===== config.mk =====
export PLATFORM = sky130hd
export DESIGN_NAME = debounced_button_mode_controller_unit
export DESIGN_NICKNAME = d
export VERILOG_FILES = /design/src/hdl/dbmc_pkg.sv /design/src/hdl/dbmc_lane.sv /design/src/hdl/dbmc_merge.sv /design/src/hdl/debounced_button_mode_controller_unit.sv
export SDC_FILE = /design/constraint.sdc
export NUM_CORES = 1
export LEC_CHECK = 0
export BUFFER_PORTS_ARGS = -buffer_cell sky130_fd_sc_hd__buf_2
export CAP_MARGIN = 30
export CORE_MARGIN = 10
export CORE_UTILIZATION = 55
export DETAILED_ROUTE_END_ITERATION = 10
export GPL_TIMING_DRIVEN = 0
export PLACE_DENSITY = 0.87
export SYNTH_ARGS = -nofsm -noshare
export SYNTH_HDL_FRONTEND = slang
export SYNTH_SLANG_ARGS = --single-unit

===== constraint.sdc =====
create_clock -name clk_i -period 6 [get_ports clk_i]
set_input_delay 1.5 -clock clk_i [delete_from_list [all_inputs] [get_ports clk_i]]
set_output_delay 1.5 -clock clk_i [all_outputs]
set_load 0.02 [all_outputs]

===== src/hdl/dbmc_pkg.sv =====
// Types and constants of the debounced button mode controller.
`timescale 1ns / 1ps

package dbmc_pkg;

  localparam int LEVEL_INPUTS = 7;
  localparam int DEBOUNCE_W   = 10;
  localparam int CFG_IDX_W    = 3;
  localparam int CFG_DATA_W   = 16;

  // button slots
  localparam int BTN_PLAY    = 0;
  localparam int BTN_NEXT    = 1;
  localparam int BTN_PREV    = 2;
  localparam int SWITCH_BASE = 3;
  localparam int NUM_SWITCH  = 4;

  // register indexes
  localparam logic [CFG_IDX_W-1:0] REG_DEBOUNCE     = 3'd0;
  localparam logic [CFG_IDX_W-1:0] REG_STATION_MIN  = 3'd1;
  localparam logic [CFG_IDX_W-1:0] REG_STATION_MAX  = 3'd2;
  localparam logic [CFG_IDX_W-1:0] REG_INIT_STATION = 3'd3;
  localparam logic [CFG_IDX_W-1:0] REG_BRIGHT_MIN   = 3'd4;
  localparam logic [CFG_IDX_W-1:0] REG_BRIGHT_MAX   = 3'd5;
  localparam logic [CFG_IDX_W-1:0] REG_VOLUME_MIN   = 3'd6;
  localparam logic [CFG_IDX_W-1:0] REG_VOLUME_MAX   = 3'd7;

  // register reset values
  localparam logic [9:0]  DEBOUNCE_RESET    = 10'd50;
  localparam logic [15:0] STATION_MIN_RESET = 16'd8750;
  localparam logic [15:0] STATION_MAX_RESET = 16'd10790;
  localparam logic [15:0] STATION_RESET     = 16'd8750;
  localparam logic [7:0]  BRIGHT_MIN_RESET  = 8'd0;
  localparam logic [7:0]  BRIGHT_MAX_RESET  = 8'd255;
  localparam logic [6:0]  VOLUME_MIN_RESET  = 7'd0;
  localparam logic [6:0]  VOLUME_MAX_RESET  = 7'd127;

  // step sizes and field limits
  localparam logic [15:0] STATION_STEP  = 16'd20;
  localparam logic [15:0] BRIGHT_STEP   = 16'd16;
  localparam logic [15:0] VOLUME_STEP   = 16'd8;
  localparam logic [15:0] STATION_LIMIT = 16'hFFFF;
  localparam logic [15:0] BRIGHT_LIMIT  = 16'h00FF;
  localparam logic [15:0] VOLUME_LIMIT  = 16'h007F;

  typedef enum logic [1:0] {
    MODE_TRACK   = 2'd0,
    MODE_STATION = 2'd1,
    MODE_BRIGHT  = 2'd2,
    MODE_VOLUME  = 2'd3
  } mode_e;

  typedef enum logic [1:0] {
    CMD_NONE  = 2'd0,
    CMD_PLAY  = 2'd1,
    CMD_PAUSE = 2'd2
  } play_cmd_e;

  typedef struct packed {
    logic [9:0]  debounce;
    logic [15:0] station_min;
    logic [15:0] station_max;
    logic [7:0]  bright_min;
    logic [7:0]  bright_max;
    logic [6:0]  volume_min;
    logic [6:0]  volume_max;
  } cfg_t;

  typedef struct packed {
    play_cmd_e   play_cmd;
    logic        next_track;
    logic        previous_track;
    logic        station_update;
    logic [15:0] station;
    logic        brightness_update;
    logic [7:0]  brightness;
    logic        volume_update;
    logic [6:0]  volume;
    mode_e       mode;
    logic        mode_changed;
    logic        playing;
  } result_t;

endpackage


===== src/hdl/dbmc_lane.sv =====
// One debounce lane: quiet counter, last raw level and stable level of one button.
`timescale 1ns / 1ps

module dbmc_lane #(
  parameter int COUNT_BITS = 11
) (
  input  logic                           clk_i,
  input  logic                           rst_ni,
  input  logic                           en_i,
  input  logic                           level_i,
  input  logic [dbmc_pkg::DEBOUNCE_W-1:0] debounce_i,
  output logic                           edge_o
);

  localparam int CMP_W = (COUNT_BITS > dbmc_pkg::DEBOUNCE_W) ? COUNT_BITS
                                                             : dbmc_pkg::DEBOUNCE_W;

  logic [COUNT_BITS-1:0] count_q, count_d;
  logic                  prev_q;
  logic                  stable_q, stable_d;
  logic                  take;

  always_comb begin
    if (level_i != prev_q) begin
      count_d = '0;
    end else if (&count_q) begin
      count_d = count_q;
    end else begin
      count_d = count_q + COUNT_BITS'(1);
    end
    take     = (CMP_W'(count_d) > CMP_W'(debounce_i)) && (level_i != stable_q);
    stable_d = take ? level_i : stable_q;
    edge_o   = take && level_i;
  end

  always_ff @(posedge clk_i or negedge rst_ni) begin
    if (!rst_ni) begin
      count_q  <= '0;
      prev_q   <= 1'b0;
      stable_q <= 1'b0;
    end else if (en_i) begin
      count_q  <= count_d;
      prev_q   <= level_i;
      stable_q <= stable_d;
    end
  end

endmodule


===== src/hdl/dbmc_merge.sv =====
// Merge stage: play flag, mode, station and brightness state, and the result of one tick.
`timescale 1ns / 1ps

module dbmc_merge (
  input  logic                                clk_i,
  input  logic                                rst_ni,
  input  logic                                en_i,
  input  logic [dbmc_pkg::LEVEL_INPUTS-1:0]   edges_i,
  input  dbmc_pkg::cfg_t                      cfg_i,
  input  logic [6:0]                          host_volume_i,
  input  logic                                status_valid_i,
  input  logic                                status_playing_i,
  output dbmc_pkg::result_t                   result_o
);

  dbmc_pkg::mode_e mode_q, mode_d;
  logic            playing_q, playing_d;
  logic [15:0]     station_q, station_d;
  logic [7:0]      bright_q, bright_d;

  logic            e_next, e_prev, e_any;
  logic            play_base;
  logic [15:0]     st_up, st_dn;
  logic [15:0]     br_up, br_dn;
  logic [15:0]     vo_up, vo_dn;

  function automatic logic [15:0] step_up(input logic [15:0] v, input logic [15:0] bound,
                                          input logic [15:0] step, input logic [15:0] limit);
    logic [16:0] sum;
    sum = {1'b0, v} + {1'b0, step};
    if (v < bound) begin
      return (sum > {1'b0, limit}) ? limit : sum[15:0];
    end
    return v;
  endfunction

  function automatic logic [15:0] step_down(input logic [15:0] v, input logic [15:0] bound,
                                            input logic [15:0] step);
    if (v > bound) begin
      return (v > step) ? (v - step) : 16'd0;
    end
    return v;
  endfunction

  always_comb begin
    e_next = edges_i[dbmc_pkg::BTN_NEXT];
    e_prev = edges_i[dbmc_pkg::BTN_PREV];
    e_any  = e_next || e_prev;

    // next first, previous works on what next left
    st_up = e_next ? step_up(station_q, cfg_i.station_max, dbmc_pkg::STATION_STEP,
                             dbmc_pkg::STATION_LIMIT) : station_q;
    st_dn = e_prev ? step_down(st_up, cfg_i.station_min, dbmc_pkg::STATION_STEP) : st_up;
    br_up = e_next ? step_up(16'(bright_q), 16'(cfg_i.bright_max), dbmc_pkg::BRIGHT_STEP,
                             dbmc_pkg::BRIGHT_LIMIT) : 16'(bright_q);
    br_dn = e_prev ? step_down(br_up, 16'(cfg_i.bright_min), dbmc_pkg::BRIGHT_STEP) : br_up;
    vo_up = e_next ? step_up(16'(host_volume_i), 16'(cfg_i.volume_max), dbmc_pkg::VOLUME_STEP,
                             dbmc_pkg::VOLUME_LIMIT) : 16'(host_volume_i);
    vo_dn = e_prev ? step_down(vo_up, 16'(cfg_i.volume_min), dbmc_pkg::VOLUME_STEP) : vo_up;

    result_o = '0;

    // status event lands before the play button
    play_base = status_valid_i ? status_playing_i : playing_q;
    playing_d = play_base;
    result_o.play_cmd = dbmc_pkg::CMD_NONE;
    if (edges_i[dbmc_pkg::BTN_PLAY]) begin
      playing_d = !play_base;
      result_o.play_cmd = playing_d ? dbmc_pkg::CMD_PLAY : dbmc_pkg::CMD_PAUSE;
    end

    station_d = station_q;
    bright_d  = bright_q;
    case (mode_q)
      dbmc_pkg::MODE_TRACK: begin
        result_o.next_track     = e_next;
        result_o.previous_track = e_prev;
      end
      dbmc_pkg::MODE_STATION: begin
        station_d = st_dn;
        result_o.station_update = e_any;
      end
      dbmc_pkg::MODE_BRIGHT: begin
        bright_d = br_dn[7:0];
        result_o.brightness_update = e_any;
      end
      dbmc_pkg::MODE_VOLUME: begin
        result_o.volume_update = e_any;
        result_o.volume        = e_any ? vo_dn[6:0] : 7'd0;
      end
      default: begin
      end
    endcase

    // highest numbered switch wins
    mode_d = mode_q;
    result_o.mode_changed = 1'b0;
    for (int k = 0; k < dbmc_pkg::NUM_SWITCH; k++) begin
      if (edges_i[dbmc_pkg::SWITCH_BASE + k]) begin
        mode_d = dbmc_pkg::mode_e'(2'(k));
        result_o.mode_changed = 1'b1;
      end
    end

    result_o.station    = station_d;
    result_o.brightness = bright_d;
    result_o.mode       = mode_d;
    result_o.playing    = playing_d;
  end

  always_ff @(posedge clk_i or negedge rst_ni) begin
    if (!rst_ni) begin
      mode_q    <= dbmc_pkg::MODE_TRACK;
      playing_q <= 1'b1;
      station_q <= dbmc_pkg::STATION_RESET;
      bright_q  <= dbmc_pkg::BRIGHT_MAX_RESET;
    end else if (en_i) begin
      mode_q    <= mode_d;
      playing_q <= playing_d;
      station_q <= station_d;
      bright_q  <= bright_d;
    end
  end

endmodule


===== src/hdl/debounced_button_mode_controller_unit.sv =====
// Top level of the debounced button mode controller: lanes, merge stage, output buffer.
`timescale 1ns / 1ps

// One request is one 1 ms tick with seven raw button and switch levels, the host
// volume and an optional play-status event; it yields exactly one result. Every
// request is finished in the cycle it is taken (a row of per-button debounce lanes
// feeds one merge stage), so a request can be taken every cycle while in_stall_o
// is low, and the result is registered in a two-entry output buffer. in_stall_o
// rises only when both buffer entries are held by a stalled output. Configuration
// writes are taken every cycle (cfg_ready_o is always high) and belong in idle
// periods. The station starts at the reset value of initial_station; a later write
// to that register has no effect on a running block.
module debounced_button_mode_controller_unit #(
  parameter int BUTTON_COUNT = 7,
  parameter int COUNT_BITS   = 11
) (
  input  logic        clk_i,
  input  logic        rst_ni,

  input  logic        cfg_valid_i,
  output logic        cfg_ready_o,
  input  logic [2:0]  cfg_index_i,
  input  logic [15:0] cfg_data_i,

  input  logic        in_valid_i,
  output logic        in_stall_o,
  input  logic        play_button_i,
  input  logic        next_button_i,
  input  logic        prev_button_i,
  input  logic        playback_switch_i,
  input  logic        station_switch_i,
  input  logic        brightness_switch_i,
  input  logic        volume_switch_i,
  input  logic [6:0]  host_volume_i,
  input  logic        status_valid_i,
  input  logic        status_playing_i,

  output logic        out_valid_o,
  input  logic        out_stall_i,
  output logic [1:0]  play_cmd_o,
  output logic        next_track_o,
  output logic        previous_track_o,
  output logic        station_update_o,
  output logic [15:0] station_o,
  output logic        brightness_update_o,
  output logic [7:0]  brightness_o,
  output logic        volume_update_o,
  output logic [6:0]  volume_o,
  output logic [1:0]  mode_o,
  output logic        mode_changed_o,
  output logic        playing_o
);

  localparam int NUM_LANES = (BUTTON_COUNT < dbmc_pkg::LEVEL_INPUTS) ? BUTTON_COUNT
                                                                     : dbmc_pkg::LEVEL_INPUTS;

  dbmc_pkg::cfg_t    cfg_q;
  dbmc_pkg::result_t result;
  dbmc_pkg::result_t out_q, skid_q;
  logic              out_valid_q, skid_valid_q;
  logic              accept;
  logic              out_free;
  logic [dbmc_pkg::LEVEL_INPUTS-1:0] levels;
  logic [dbmc_pkg::LEVEL_INPUTS-1:0] edges;

  assign cfg_ready_o = 1'b1;
  assign in_stall_o  = skid_valid_q;
  assign accept      = in_valid_i && !skid_valid_q;
  assign out_free    = !out_valid_q || !out_stall_i;

  // configuration registers
  always_ff @(posedge clk_i or negedge rst_ni) begin
    if (!rst_ni) begin
      cfg_q.debounce    <= dbmc_pkg::DEBOUNCE_RESET;
      cfg_q.station_min <= dbmc_pkg::STATION_MIN_RESET;
      cfg_q.station_max <= dbmc_pkg::STATION_MAX_RESET;
      cfg_q.bright_min  <= dbmc_pkg::BRIGHT_MIN_RESET;
      cfg_q.bright_max  <= dbmc_pkg::BRIGHT_MAX_RESET;
      cfg_q.volume_min  <= dbmc_pkg::VOLUME_MIN_RESET;
      cfg_q.volume_max  <= dbmc_pkg::VOLUME_MAX_RESET;
    end else if (cfg_valid_i) begin
      case (cfg_index_i)
        dbmc_pkg::REG_DEBOUNCE:     cfg_q.debounce    <= cfg_data_i[9:0];
        dbmc_pkg::REG_STATION_MIN:  cfg_q.station_min <= cfg_data_i;
        dbmc_pkg::REG_STATION_MAX:  cfg_q.station_max <= cfg_data_i;
        dbmc_pkg::REG_INIT_STATION: begin
          // only matters at reset, which loads its reset value
        end
        dbmc_pkg::REG_BRIGHT_MIN:   cfg_q.bright_min  <= cfg_data_i[7:0];
        dbmc_pkg::REG_BRIGHT_MAX:   cfg_q.bright_max  <= cfg_data_i[7:0];
        dbmc_pkg::REG_VOLUME_MIN:   cfg_q.volume_min  <= cfg_data_i[6:0];
        dbmc_pkg::REG_VOLUME_MAX:   cfg_q.volume_max  <= cfg_data_i[6:0];
        default: begin
        end
      endcase
    end
  end

  assign levels = {volume_switch_i, brightness_switch_i, station_switch_i, playback_switch_i,
                   prev_button_i, next_button_i, play_button_i};

  for (genvar g = 0; g < dbmc_pkg::LEVEL_INPUTS; g++) begin : g_lane
    if (g < NUM_LANES) begin : g_on
      dbmc_lane #(
        .COUNT_BITS(COUNT_BITS)
      ) u_lane (
        .clk_i     (clk_i),
        .rst_ni    (rst_ni),
        .en_i      (accept),
        .level_i   (levels[g]),
        .debounce_i(cfg_q.debounce),
        .edge_o    (edges[g])
      );
    end else begin : g_off
      assign edges[g] = 1'b0;
    end
  end

  dbmc_merge u_merge (
    .clk_i           (clk_i),
    .rst_ni          (rst_ni),
    .en_i            (accept),
    .edges_i         (edges),
    .cfg_i           (cfg_q),
    .host_volume_i   (host_volume_i),
    .status_valid_i  (status_valid_i),
    .status_playing_i(status_playing_i),
    .result_o        (result)
  );

  // output register plus skid entry
  always_ff @(posedge clk_i or negedge rst_ni) begin
    if (!rst_ni) begin
      out_valid_q  <= 1'b0;
      skid_valid_q <= 1'b0;
    end else if (out_free) begin
      out_valid_q  <= skid_valid_q || accept;
      skid_valid_q <= 1'b0;
    end else if (accept) begin
      skid_valid_q <= 1'b1;
    end
  end

  always_ff @(posedge clk_i) begin
    if (out_free) begin
      out_q <= skid_valid_q ? skid_q : result;
    end else if (accept) begin
      skid_q <= result;
    end
  end

  assign out_valid_o         = out_valid_q;
  assign play_cmd_o          = out_q.play_cmd;
  assign next_track_o        = out_q.next_track;
  assign previous_track_o    = out_q.previous_track;
  assign station_update_o    = out_q.station_update;
  assign station_o           = out_q.station;
  assign brightness_update_o = out_q.brightness_update;
  assign brightness_o        = out_q.brightness;
  assign volume_update_o     = out_q.volume_update;
  assign volume_o            = out_q.volume;
  assign mode_o              = out_q.mode;
  assign mode_changed_o      = out_q.mode_changed;
  assign playing_o           = out_q.playing;

endmodule


Word-level counts from Yosys, hierarchy flattened
Index checks and enable logic that the tools add are counted.
Cells by class
  add/sub/neg operators: 13
  $lt $le $gt $ge: 19
  eq/ne operators: 23
  muxes and demuxes: 66
  bitwise gates (word level): 1
  reductions and logical operators: 47
Operator list (count)
  two-way mux 16 bit: 17
  two-way mux 11 bit: 14
  adder 11 x 1 -> 11 bit, second input constant: 7
  greater-than comparator 11 x 10 -> 1 bit: 7
  AND reduction 11 bit: 7
  two-way mux 8 bit: 6
  two-way mux 42 bit: 1
  two-way mux 7 bit: 5
  greater-than comparator 16 x 5 -> 1 bit, second input constant: 2
  AND reduction 2 bit: 15
  adder 16 x 5 -> 17 bit, second input constant: 1
  greater-than comparator 17 x 16 -> 1 bit, second input constant: 1
  greater-than comparator 17 x 7 -> 1 bit, second input constant: 1
  greater-than comparator 17 x 8 -> 1 bit, second input constant: 1
  greater-than comparator 16 bit: 1
  greater-than comparator 16 x 4 -> 1 bit, second input constant: 1
  greater-than comparator 16 x 7 -> 1 bit: 1
  greater-than comparator 16 x 8 -> 1 bit: 1
  less-than comparator 16 bit: 1
  two-way mux 1 bit: 16
  subtractor 16 x 5 -> 16 bit, second input constant: 1
  logical AND 1 bit: 15
  two-way mux 2 bit: 7
  inequality test 1 bit: 14
  17 further kinds: 26
Storage, ports and cells
  bits in registers: 276
  input port bits: 40
  logic and storage cells: 227

Logic depth before layout (Yosys ltp)
  depth after elaboration: 15
  mapped depth: 31
  depth with buffers taken out: 30

By module
From an unflattened synthesis, not the netlist that was laid out.
Unflattened totals
  cell total of the unflattened synthesis: 1910
  area, all modules: 18426.4 µm²
Modules (own cells, without submodules)
  debounced_button_mode_controller_unit: instances 1, cells each 300, area an instance 5975.7 µm²
  dbmc_lane at g_lane[3].g_on.u_lane ...: instances 4, cells each 141, area an instance 1131.1 µm²
  dbmc_merge: instances 1, cells each 632, area an instance 4518.1 µm²
  dbmc_lane at g_lane[0].g_on.u_lane ...: instances 3, cells each 138, area an instance 1136.1 µm²

Worst setup path after synthesis
Ideal clock, no wire load.
  kind: input to register
  start point: in next_button_i
  end point: reg out_q (netlist bit station_o[15]), data pin
  library setup time: 270 ps
  arrival: 6412 ps
  path slack: -682 ps
  cell stages on the path: 22
  path through: xor2_1 clkbuf_1 nor2_1 ha_1 a211oi_1 nand2_1 o311ai_0 a21boi_1 and2_1 buf_4 buf_4 nand2_1 mux2_2 ha_1 nand4_1 nor2_1 o21ai_0 a21oi_1 clkinv_1 or4_4 mux2i_2 o221ai_2
On the way
  word-level cells in the longest chain between the ends: 13
  elaborated cells between the ends (all ways): 17
RTL lines
  start: declaration: RTL line debounced_button_mode_controller_unit.sv:28  | input logic next_button_i,
  inequality test 1 bit *: RTL line dbmc_lane.sv:24  | if (level_i != prev_q) begin
  two-way mux 11 bit *: RTL line dbmc_lane.sv:24
  named net g_lane[1].g_on.u_lane.count_d[9]: RTL line dbmc_lane.sv:18  | logic [COUNT_BITS-1:0] count_q, count_d;
  greater-than comparator 11 x 10 -> 1 bit *: RTL line dbmc_lane.sv:31  | take = (CMP_W'(count_d) > CMP_W'(debounce_i)) && (level_i != stable_q);
  logical AND 1 bit *: RTL line dbmc_lane.sv:31
  logical AND 1 bit *: RTL line dbmc_lane.sv:33  | edge_o = take && level_i;
  two-way mux 16 bit *: RTL line dbmc_merge.sv:51  | st_up = e_next ? step_up(station_q, cfg_i.station_max, dbmc_pkg::STATION_STEP,
  subtractor 16 x 5 -> 16 bit or greater-than comparator 16 x 5 -> 1 bit (tied branches): RTL line dbmc_merge.sv:40  | return (v > step) ? (v - step) : 16'd0;
  two-way mux 16 bit: RTL line dbmc_merge.sv:40
  two-way mux 16 bit: RTL line dbmc_merge.sv:39  | if (v > bound) begin
  two-way mux 16 bit: RTL line dbmc_merge.sv:42  | return v;
  two-way mux 16 bit *: RTL line dbmc_merge.sv:53  | st_dn = e_prev ? step_down(st_up, cfg_i.station_min, dbmc_pkg::STATION_STEP) : st_up;
  two-way mux 16 bit *: RTL line dbmc_merge.sv:74  | case (mode_q)
  two-way mux 42 bit *: RTL line debounced_button_mode_controller_unit.sv:146  | out_q <= skid_valid_q ? skid_q : result;
  end signal: assignment: RTL line debounced_button_mode_controller_unit.sv:146
  end: declaration: RTL line debounced_button_mode_controller_unit.sv:59  | dbmc_pkg::result_t out_q, skid_q;
The timed path passes the listed nets; every way through them passes the cells marked *. The select of a mux whose other input is x is not followed.
A chain may end at the register's enable or synchronous reset.

Worst setup path in the final report
  start point: reg g_lane[1].g_on.u_lane.count_q[9]
  end point: reg out_q (netlist bit station_o[6]), data pin
On the way
  word-level cells in the longest chain between the ends: 14
  elaborated cells between the ends (all ways): 18
RTL lines
  start: declaration: RTL line dbmc_lane.sv:18
  start signal: assignment: RTL line dbmc_lane.sv:42  | count_q <= count_d;
  AND reduction 11 bit *: RTL line dbmc_lane.sv:26  | end else if (&count_q) begin
  two-way mux 11 bit *: RTL line dbmc_lane.sv:26
  two-way mux 11 bit *: RTL line dbmc_lane.sv:24
  named net g_lane[1].g_on.u_lane.count_d[4]: RTL line dbmc_lane.sv:18
  greater-than comparator 11 x 10 -> 1 bit *: RTL line dbmc_lane.sv:31
  logical AND 1 bit *: RTL line dbmc_lane.sv:31
  logical AND 1 bit *: RTL line dbmc_lane.sv:33
  two-way mux 16 bit *: RTL line dbmc_merge.sv:51
  subtractor 16 x 5 -> 16 bit or greater-than comparator 16 x 5 -> 1 bit (tied branches): RTL line dbmc_merge.sv:40
  two-way mux 16 bit: RTL line dbmc_merge.sv:40
  two-way mux 16 bit: RTL line dbmc_merge.sv:39
  two-way mux 16 bit: RTL line dbmc_merge.sv:42
  two-way mux 16 bit *: RTL line dbmc_merge.sv:53
  two-way mux 16 bit *: RTL line dbmc_merge.sv:74
  two-way mux 42 bit *: RTL line debounced_button_mode_controller_unit.sv:146
Marks and branches as above.

==> reports/results.ini <==
[power]
intPower_mw=4.54
leakage_nw=9.00
clkPwrFrac_pct=25.7
power_switching_mw=2.85
seqPwrFrac_pct=34.5
cellPowerDensity_nw_per_um2=357
vdd_drop_max_v=0.000245
power_mw=7.39
p_sw_share_pct=38.5
power_frac_comb_pct=39.8

[final_layout]
areaGrowthSynthToFinish_pct=19.4
final_util_pct=67.1
nFillCells=2244
drive_gt1_share_pct=22.6
finalInstanceArea_um2=20700
nets=2203
antenna-diode-count=0

[yosys]
synth_async_sr_flop_share_pct=69.6
ys_types=80
yosys_warnings=0
syn_area_um2=17300
synthCells=1841
netlist_top_cells_count=nand2_1 (248), nor2_1 (153), dfrtp_1 (147), ha_1 (147), o21ai_0 (121)
synthDominantAreaCellType=dfrtp_1
yosysTopAreaCellShare_pct=21.2
synth_edf_count=84
synth.area.top_cells=dfrtp_1 (21%), edfxtp_1 (15%), ha_1 (11%)
ys_seq_area_share_pct=42.6
syn_avg_cell_area_um2=9.41
yosysMostFrequentCell=nand2_1
synth.ff_latch_count=276
synthFlopType=dfrtp_1
synth_nets=2028

[grt]
grt_pass1_vias=15200
grt_util_all_layers_pct=25.4
grt_max_degree=128
grt_antenna_before_repair=0
grt_overflow=0
grt_pass1_wl_um=79900

[drt]
drc=0
dr.first_iter.drc_count=1438
vias=15300
drt-total-wl_um=51700
first_pass_iters=8
via_per_inst=6.28
avgRoutedWirePerCell_um=21.2
ant_nets=0

[status]
outcome=finished with violations
violations=negative setup slack

[critical_path]
critPathCaptureType=flip-flop
crit_top_cell=nand4_1
cpMaxStageDelayCell=dfrtp_1
max_stage_delay_ns=0.41
worstSetupStartpointType=flip-flop
crit_type=reg2reg
cp.required_ns=6.31
critPathArrivalTime_ns=6.35
path_max_fanout=6

[clock_network]
cts_tree=yes
cts_hold_buf=0
cts_num_sinks=276
insertion_delay_ns=0.58
cts_root_buf=clkbuf_16
clk_pin_slew_ns=0.06
numCtsBuffers=30
htree_levels=1
cts_buffer_depth=3

[sta]
worst_pin_slew_ns=0.977
setup_viol=5
setup_slack_ns=-0.0434
timing.fmax_ghz=0.165
min_period_ns=6.04
hold_violations=0
layout_worst_path_cycle_share_pct=101
fin_skew_ns=0.0202
relSlewSlack_pct=34.9
final_max_slew_viol_count=0
rsz0062_at_grt=yes

[die]
fp.dieArea_um2=39000
rows=64
start_util_pct=56.2
dieWidth_um=198
fp.coreArea_um2=30800
ios=85
die_y_um=198

[place]
post-dp-hpwl_um=35100
port_buffers=81
gp_congestion=0.972
placed_cell_area_um2=18400

[job]
max_cap_violations=0

[min_path]
min_path_type=reg2reg

## sequential cells by signal (all words and copies together), names as in the netlist, 8 cells and up
signal                      flops
g_lane.g_on.u_lane.count_q     77
station_o                      16
brightness_o                    8
u_merge.station_q              16
u_merge.bright_q                8
cfg_q                          72
skid_q                         42
## what timing repair did
action / 4_1_cts / 5_1_grt
pin swaps: 48 / 65
buffers inserted: 34 / 24
cloned: 1 / 0
resized for setup: 94 / 73
setup endpoints to repair: 86 / 84
## stage by stage
step | hold slack (ns) | cells | setup TNS (ns) | worst slack, ns
4_1_cts | 0.497 | 2414 | -2.39 | -0.160
3_5_place_dp | 0.482 | 2323 | -107.68 | -1.71
5_1_grt | 0.516 | 2436 | -7.30 | -0.232
6_report | 0.495 | 2436 | -0.140 | -0.0434
3_3_place_gp | 0.477 | 2318 | -126.53 | -1.74
2_1_floorplan | 0.460 | 1841 | 0 | 0.00937
## worst max-delay path: cells and delay by family, from the launching register on
kind / cells / cell delay, ns
DFF: 1 / 0.41
AOI/OAI and AO/OA: 11 / 2.40
adders and majority gates: 2 / 0.57
and+or+nand+nor: 10 / 1.39
xor gates and xnor gates: 1 / 0.24
buffers and inverters: 4 / 0.51
muxes: 1 / 0.25
## power groups by stage
stage | Clock (mW) | Combinational, mW | Sequential [mW]
2_1_floorplan | 0 | 1.68 | 2.58
3_3_place_gp | 0 | 2.34 | 2.56
3_5_place_dp | 0 | 2.46 | 2.57
4_1_cts | 1.91 | 2.69 | 2.54
5_1_grt | 1.99 | 3.20 | 2.58
6_report | 1.90 | 2.94 | 2.55
## final timing paths
path / from / end / slack (ns) / cells past startpoint
max: g_lane[1].g_on.u_lane.count_q[9]$_DFFE_PN0P_ / station_o[6]$_DFFE_PN_ / -0.04 / 29
min: g_lane[0].g_on.u_lane.stable_q$_DFFE_PN0P_ / g_lane[0].g_on.u_lane.stable_q$_DFFE_PN0P_ / 0.49 / 1
max reg2reg: g_lane[1].g_on.u_lane.count_q[9]$_DFFE_PN0P_ / station_o[6]$_DFFE_PN_ / -0.04 / 29
min reg2reg: g_lane[0].g_on.u_lane.stable_q$_DFFE_PN0P_ / g_lane[0].g_on.u_lane.stable_q$_DFFE_PN0P_ / 0.49 / 1
max in group asynchronous: rst_ni / g_lane[3].g_on.u_lane.prev_q$_DFFE_PN0P_ / 4.08 / 2
min in group asynchronous: rst_ni / cfg_q[45]$_DFFE_PN0P_ / 0.89 / 1
## kinds of logic (layout without fill, tap and decap cells)
family | after synthesis | after routing | share of synthesized area, %
AND/OR/NAND/NOR | 651 | 651 | 17.6
adder cells (fa/ha/maj) | 147 | 147 | 10.6
other | 1 | 1 | 0.0216
buffers and inverters | 172 | 370 | 4.03
flip-flops | 276 | 276 | 42.6
multiplexers | 97 | 97 | 6.17
XOR/XNOR | 72 | 72 | 3.64
AO/OA/AOI/OAI | 425 | 426 | 15.3
## cells in the final DEF, fill, tap and decap left out, types with 9 or more instances in the layout
| cell | n |
|---|---|
| nand2_1 | 240 |
| nor2_1 | 149 |
| dfrtp_1 | 145 |
| ha_1 | 142 |
| o21ai_0 | 106 |
| a21oi_1 | 105 |
| inv_1 | 97 |
| buf_2 | 86 |
| edfxtp_1 | 84 |
| mux2_2 | 73 |
| clkbuf_1 | 56 |
| buf_4 | 56 |
| nand3_1 | 54 |
| xor2_1 | 50 |
| dfstp_2 | 45 |
| nand4_1 | 42 |
| o31ai_1 | 42 |
| clkbuf_16 | 33 |
| o21a_1 | 29 |
| nand2b_1 | 24 |
| a21o_1 | 23 |
| and3_1 | 22 |
| nor3_1 | 19 |
| xnor2_1 | 18 |
| nor2b_1 | 18 |
| mux2i_1 | 15 |
| a31oi_1 | 13 |
| a21oi_2 | 11 |
| o21ai_1 | 11 |
| and2_1 | 9 |
| o21ai_2 | 9 |
## final cells by class
cell class                      instances  area, um^2  share of cell area, %
Timing Repair Buffer                  144         960                   4.64
Buffer                                 69         324                   1.57
Inverter                              101         382                   1.84
Tap cell                              396         495                   2.40
Multi-Input combinational cell       1394       10100                   48.9
Clock inverter                         15         135                  0.653
Clock buffer                           41         886                   4.28
Sequential cell                       276        7390                   35.7
## metal layers
metal | part of all wire, % | up-vias | GRT usage [%]
met2 | 48 | 765 | 43.4
li1 | - | 6950 | -
met1 | 37 | 7395 | 29.9
met4 | 5.5 | 0 | 12.8
met5 | 0 | - | 0
met3 | 8.8 | 192 | 4.97
Note: power is estimated with default switching activity, not from simulation.
